<file path="src/design/bggg_pkg.sv">
// Shared types, constants and the gamma table of the banded gradient generator.
`default_nettype none

package bggg_pkg;

  // Field and register widths.
  localparam int CH_W         = 8;
  localparam int NUM_CH       = 4;
  localparam int FRAC_W       = 16;
  localparam int LEVEL_W      = CH_W + FRAC_W + 2;
  localparam int DIM_REG_W    = 13;
  localparam int DIM_REG_MAX  = (1 << DIM_REG_W) - 1;
  localparam int CFG_DATA_W   = 32;
  localparam int REG_INDEX_W  = 3;
  localparam int IN_DATA_W    = 8;
  localparam int OUT_DATA_W   = NUM_CH * CH_W;
  localparam int DIV_NUM_W    = CH_W + FRAC_W;

  // Gamma table: Q8.8 entries, indexed by the integer part of a level.
  localparam int GAMMA_ENTRIES = 257;
  localparam int GAMMA_IDX_W   = $clog2(GAMMA_ENTRIES);
  localparam int GAMMA_W       = 16;
  localparam int GAMMA_FRAC_W  = 8;
  localparam int GAMMA_SHIFT   = FRAC_W + GAMMA_FRAC_W;
  localparam int GAMMA_SUM_W   = GAMMA_W + FRAC_W + 1;

  localparam int MAX_DIM_DEFAULT = 4096;

  // Register reset values.
  localparam logic [CFG_DATA_W-1:0] START_COLOR_RESET  = 32'h0000_0000;
  localparam logic [CFG_DATA_W-1:0] END_COLOR_RESET    = 32'hFFFF_FFFF;
  localparam logic [DIM_REG_W-1:0]  FRAME_WIDTH_RESET  = 13'd1024;
  localparam logic [DIM_REG_W-1:0]  FRAME_HEIGHT_RESET = 13'd512;
  localparam logic [DIM_REG_W-1:0]  BAND_COUNT_RESET   = 13'd100;
  localparam logic                  WITH_ALPHA_RESET   = 1'b0;

  typedef enum logic [REG_INDEX_W-1:0] {
    REG_START_COLOR  = 3'd0,
    REG_END_COLOR    = 3'd1,
    REG_FRAME_WIDTH  = 3'd2,
    REG_FRAME_HEIGHT = 3'd3,
    REG_BAND_COUNT   = 3'd4,
    REG_WITH_ALPHA   = 3'd5
  } reg_index_t;

  typedef enum logic [1:0] {
    CH_BLUE  = 2'd0,
    CH_GREEN = 2'd1,
    CH_RED   = 2'd2,
    CH_ALPHA = 2'd3
  } channel_t;

  typedef enum logic [2:0] {
    ST_IDLE,
    ST_INIT,
    ST_DIV_START,
    ST_DIV_WAIT,
    ST_SAMPLE,
    ST_MUL,
    ST_OUT
  } ctrl_state_t;

  typedef struct packed {
    logic     init;
    logic     div_start;
    logic     store_step;
    channel_t div_chan;
    logic     sample;
    logic     mul;
    logic     load_out;
  } ctrl_cmd_t;

  typedef struct packed {
    logic need_init;
    logic div_done;
  } dp_status_t;

  typedef logic [GAMMA_W-1:0] gamma_lut_t [GAMMA_ENTRIES];

  // Picks one 8-bit channel out of a packed colour for the selected layout.
  function automatic logic [CH_W-1:0] chan_of(input logic [CFG_DATA_W-1:0] color,
                                               input channel_t ch,
                                               input logic alpha_on);
    logic [CH_W-1:0] v;
    v = '0;
    if (alpha_on) begin
      unique case (ch)
        CH_BLUE:  v = color[15:8];
        CH_GREEN: v = color[23:16];
        CH_RED:   v = color[31:24];
        CH_ALPHA: v = color[7:0];
        default:  v = '0;
      endcase
    end else begin
      unique case (ch)
        CH_BLUE:  v = color[7:0];
        CH_GREEN: v = color[15:8];
        CH_RED:   v = color[23:16];
        CH_ALPHA: v = '0;
        default:  v = '0;
      endcase
    end
    return v;
  endfunction

  // Entry i is the largest Y with Y^11 <= 256^11 * 255^6 * i^5, i.e. the
  // curve 255*(v/255)^(1/2.2) in Q8.8. Evaluated once at elaboration.
  function automatic gamma_lut_t build_gamma_lut();
    gamma_lut_t lut;
    logic [191:0] rhs;
    logic [191:0] c1;
    logic [191:0] c2;
    logic [191:0] c4;
    logic [191:0] c8;
    logic [191:0] lhs;
    logic [GAMMA_W-1:0] y;
    logic [GAMMA_W-1:0] cand;
    int i;
    int k;
    int b;
    for (i = 0; i < GAMMA_ENTRIES; i++) begin
      rhs = 192'd1 << 88;
      for (k = 0; k < 6; k++) rhs = rhs * 192'd255;
      for (k = 0; k < 5; k++) rhs = rhs * 192'(i);
      y = '0;
      for (b = GAMMA_W - 1; b >= 0; b--) begin
        cand = y | (GAMMA_W'(1) << b);
        c1   = 192'(cand);
        c2   = c1 * c1;
        c4   = c2 * c2;
        c8   = c4 * c4;
        lhs  = c8 * c2 * c1;
        if (lhs <= rhs) y = cand;
      end
      lut[i] = y;
    end
    return lut;
  endfunction

  localparam gamma_lut_t GAMMA_LUT = build_gamma_lut();

endpackage

`default_nettype wire

</file>
<file path="src/design/bggg_ctrl.sv">
// Controller: sequences frame setup, step divisions, gamma stages and the output register.
`default_nettype none

module bggg_ctrl (
  input  logic                 clk,
  input  logic                 rst,
  input  logic                 s_tvalid,
  output logic                 s_tready,
  input  logic                 restart,
  output logic                 m_tvalid,
  input  logic                 m_tready,
  input  bggg_pkg::dp_status_t status,
  output bggg_pkg::ctrl_cmd_t  cmd
);

  import bggg_pkg::*;

  ctrl_state_t state;
  ctrl_state_t state_next;
  channel_t    chan;
  channel_t    chan_next;
  logic        out_valid;
  logic        out_valid_next;

  always_ff @(posedge clk) begin
    if (rst) begin
      state     <= ST_IDLE;
      chan      <= CH_BLUE;
      out_valid <= 1'b0;
    end else begin
      state     <= state_next;
      chan      <= chan_next;
      out_valid <= out_valid_next;
    end
  end

  always_comb begin
    state_next   = state;
    chan_next    = chan;
    cmd          = '0;
    cmd.div_chan = chan;
    unique case (state)
      ST_IDLE: begin
        if (s_tvalid) begin
          state_next = (restart || status.need_init) ? ST_INIT : ST_SAMPLE;
        end
      end
      ST_INIT: begin
        cmd.init   = 1'b1;
        chan_next  = CH_BLUE;
        state_next = ST_DIV_START;
      end
      ST_DIV_START: begin
        cmd.div_start = 1'b1;
        state_next    = ST_DIV_WAIT;
      end
      ST_DIV_WAIT: begin
        if (status.div_done) begin
          cmd.store_step = 1'b1;
          if (chan == CH_ALPHA) begin
            state_next = ST_SAMPLE;
          end else begin
            chan_next  = channel_t'(chan + 2'd1);
            state_next = ST_DIV_START;
          end
        end
      end
      ST_SAMPLE: begin
        cmd.sample = 1'b1;
        state_next = ST_MUL;
      end
      ST_MUL: begin
        cmd.mul    = 1'b1;
        state_next = ST_OUT;
      end
      ST_OUT: begin
        if (!out_valid || m_tready) begin
          cmd.load_out = 1'b1;
          state_next   = ST_IDLE;
        end
      end
      default: state_next = ST_IDLE;
    endcase
  end

  always_comb begin
    if (cmd.load_out) begin
      out_valid_next = 1'b1;
    end else if (m_tready) begin
      out_valid_next = 1'b0;
    end else begin
      out_valid_next = out_valid;
    end
  end

  assign s_tready = (state == ST_IDLE);
  assign m_tvalid = out_valid;

`ifndef ASSERT_OFF
  a_no_overwrite: assert property (@(posedge clk) disable iff (rst)
    cmd.load_out |-> (!out_valid || m_tready))
    else $error("output register loaded while an item still waits");

  a_done_in_wait: assert property (@(posedge clk) disable iff (rst)
    status.div_done |-> (state == ST_DIV_WAIT))
    else $error("divider finished outside the wait state");

  a_mul_after_sample: assert property (@(posedge clk) disable iff (rst)
    (state == ST_MUL) |-> ($past(state) == ST_SAMPLE))
    else $error("multiply stage entered without a sample");

  a_init_on_frame_start: assert property (@(posedge clk) disable iff (rst)
    (state == ST_IDLE && s_tvalid && status.need_init) |=> (state == ST_INIT))
    else $error("frame start item skipped the setup");
`endif

endmodule

`default_nettype wire

</file>
<file path="config.mk">
export PLATFORM = sky130hd
export DESIGN_NAME = bggg_ctrl
export DESIGN_NICKNAME = d
export VERILOG_FILES = /design/src/design/bggg_pkg.sv /design/src/design/bggg_ctrl.sv
export SDC_FILE = /design/constraint.sdc
export NUM_CORES = 1
export LEC_CHECK = 0
export ABC_AREA = 1
export BUFFER_PORTS_ARGS = -buffer_cell sky130_fd_sc_hd__buf_2
export CORE_AREA = 10 10 47 49
export CTS_CLUSTER_DIAMETER = 60
export DETAILED_ROUTE_END_ITERATION = 8
export DIE_AREA = 0 0 57 59
export PLACE_DENSITY_LB_ADDON = 0.3
export SLEW_MARGIN = 25
export SYNTH_ARGS = -nofsm -noshare
export SYNTH_HDL_FRONTEND = slang
export SYNTH_SLANG_ARGS = --single-unit
</file>
<file path="constraint.sdc">
create_clock -name clk -period 2 [get_ports clk]
set_clock_uncertainty 0.1 [all_clocks]
set_input_delay 0.1 -clock clk [delete_from_list [all_inputs] [get_ports clk]]
set_output_delay 0.1 -clock clk [all_outputs]
set_load 0.02 [all_outputs]
</file>
==> impl_metrics.py <==
metrics = {
    "status": {
        "status": "complete, no violations",
    },
    "hold_path": {
        "min_path_type": "input port to flip-flop",
        "whs_path_depth": 4,
        "min_to": "m_tvalid",
        "hp-start": "m_tready",
    },
    "cts": {
        "h-tree-depth": 1,
        "cts_sinks": 6,
        "cts-resized-gates": 0,
        "clock_latency_ps": 240,
        "cts_buffers": 3,
        "cts_tree": "done",
        "cts_root_buf": "clkbuf_4",
        "cts_buffer_depth": 2,
        "clk_pin_slew_ps": 50,
    },
    "yosys": {
        "synth.area.top_cells": "dfxtp_1, nand2_1, inv_1",
        "synth_ff_type": "dfxtp_1",
        "synth_edf_count": 0,
        "synthTopCellsByCount": "nand2_1, inv_1, nor2_1, a21oi_1, dfxtp_1",
        "async_flop_share_pct": 0,
        "ys_seq_elements": 6,
        "synth.distinct_cells": 14,
        "synth_fp_nets": 80,
        "synth_area_um2": 419,
        "synth_top_cell_by_area": "dfxtp_1",
        "yosysWarnings": 0,
        "netlist_instances": 72,
        "syn_avg_cell_area_um2": 5.82,
        "yosysTopAreaCellShare_pct": 28.7,
        "ys_seq_area_share_pct": 28.7,
        "yosysMostFrequentCell": "nand2_1",
    },
    "worst_setup_path": {
        "cp_top_family": "flip-flops",
        "critPathCaptureType": "output pin",
        "crit_type": "flip-flop to output pin",
        "rr_endpoint": "state[2]",
        "critPathBufInv": 2,
        "r2r-start": "state[2]",
        "ff2ff_path_depth": 8,
        "cp.required_ps": 1800,
        "crit_top_cell": "nand2_1",
        "cp-start-kind": "flip-flop",
        "slowest_stage": "dfxtp_1",
        "cp.arrival_ps": 1280,
        "path_cells": "nand2_1 > inv_1 > nand2_1 > nor2_1 > buf_2",
        "crit_fanout": 8,
        "r2r_slack_ps": 730,
        "cpPeakStageDelay_ps": 520,
    },
    "timing": {
        "worstMarginPinSlew_ps": 345,
        "period_needed_ps": 1480,
        "grt_setup_unrepaired": "no",
        "maxSlewHeadroom_pct": 77.0,
        "report.final.setup_viol": 0,
        "setup_slack_ps": 524,
        "hold_viol_final": 0,
        "fin_tns_setup_ps": 0,
        "timing.fmax_ghz": 0.677,
        "final_max_slew_viol_count": 0,
        "period_share_pct": 73.8,
    },
    "floorplan": {
        "die_w_um": 57,
        "die_area_um2": 3360,
        "rows": 14,
        "core-area_um2": 1400,
        "chipHeight_um": 59,
        "ioPinCount": 17,
        "initial_core_util_pct": 29.9,
    },
    "detailed_routing": {
        "drt_iter0_markers": 6,
        "final_antenna_net_count": 0,
        "first_pass_iters": 4,
        "vias": 447,
        "drt-total-wl_um": 1040,
        "avgRoutedWirePerCell_um": 9.76,
        "drc": 0,
        "vias_per_cell": 4.22,
    },
    "pwr": {
        "p_leak_nw": 0.302,
        "fin_total_pwr_mw": 0.380,
        "irDropWorstVdd_mv": 0.305,
        "power_density_nw_per_um2": 714,
    },
    "placed_design": {
        "io_buffers": 16,
        "place_congestion": 0.800,
        "dp_cells": 102,
        "place_ws_ps": 725,
        "dpl-instance-area_um2": 500,
        "dp_hpwl_um": 842,
    },
    "layout": {
        "fillers": 170,
        "stdcell_area_um2": 533,
        "final_cells": 106,
        "drive_above_1_share_pct": 26.7,
        "n_antenna_cell": 0,
        "area_delta_synth_final_pct": 27.2,
        "fin_nets": 100,
    },
    "grt": {
        "grt_pass1_wl_um": 1800,
        "grtUsageTotal_pct": 6.58,
        "antenna_found_initial": 0,
        "first_global_vias": 452,
        "grt_start_max_net_pins": 9,
        "grt-ovfl-total": 0,
    },
    "job": {
        "max-cap-violations": 0,
    },
}
tightest hold or removal path: stages:
cell and delay (ps):
buf_2 70, nor2_1 40, inv_1 70, a21oi_1 70
flip-flops by register name, indices dropped and copies added, names as in the netlist:
signal and cells:
chan 2, m_tvalid 1, state 3
report_power, final:
group | switching (mW) | leakage (nW) | internal (mW) | total [mW]
clock | 0.0452 | 0.0138 | 0.0680 | 0.113
sequential | 0.0155 | 0.0488 | 0.129 | 0.145
combinational | 0.0797 | 0.239 | 0.0430 | 0.123
total | 0.140 | 0.302 | 0.240 | 0.380
kinds of logic (layout without fill, tap and decap cells):
family / after synthesis / in the layout / synth area share [%]
compound gates: 10 / 10 / 11.9
buf+inv: 17 / 35 / 17.9
simple gates: 38 / 38 / 38.5
fa+ha+maj: 1 / 1 / 2.98
flops: 6 / 6 / 28.7
per-stage QoR:
step | utilization [%] | hold slack (ps)
final | 38.0 | 64.7
after global routing | 38.0 | 115
after floorplan | - | 69.1
after global placement | 35.7 | 253
after detailed placement | 35.7 | 251
after CTS | 38.0 | 54.3
layer usage:
metal	vias up	wire length, um	part of all wire, %	global-route usage, %
met5	-	0	0	0
met4	0	24	2.3	4.03
met3	4	68	6.6	3.22
met2	11	476	46	10.2
met1	181	466	45	7.03
li1	251	-	-	-
cell usage in the layout, fill, tap and decap left out:
cell / netlist / routed
clkbuf_4: 0 / 3
nor2_1: 14 / 14
a21oi_1: 8 / 8
o21ai_0: 2 / 2
nor2_4: 1 / 1
nand2_1: 17 / 17
nor2_2: 1 / 1
nand2_2: 2 / 2
inv_2: 1 / 1
ha_1: 1 / 1
inv_1: 14 / 14
dlygate4sd3_1: 0 / 1
nand3_1: 3 / 3
dfxtp_1: 6 / 6
buf_2: 0 / 16
worst max path at each step:
stage	from	endpoint	depth (start not counted)
after floorplan	chan[0]	chan[0]	5
after detailed placement	state[2]	state[2]	8
after global placement	state[2]	state[2]	8
after global routing	state[2]	cmd[0]	5
final	state[2]	cmd[0]	5
after CTS	state[2]	cmd[0]	5
cell type report:
| type | count | area (um^2) | area share [%] |
|---|---|---|---|
| Multi-Input combinational cell | 49 | 224 | 42.0 |
| Sequential cell | 6 | 120 | 22.5 |
| Timing Repair Buffer | 17 | 90.1 | 16.9 |
| Inverter | 15 | 56.3 | 10.6 |
| Clock buffer | 3 | 22.5 | 4.23 |
| Tap cell | 16 | 20.0 | 3.76 |
repair_timing:
| item | CTS | global route |
|---|---|---|
| hold buffers | 1 | 0 |
| buffers inserted | 0 | 0 |
| endpoints found under the hold margin | 5 | 0 |
No activity file was read; power rests on OpenSTA's default activity.
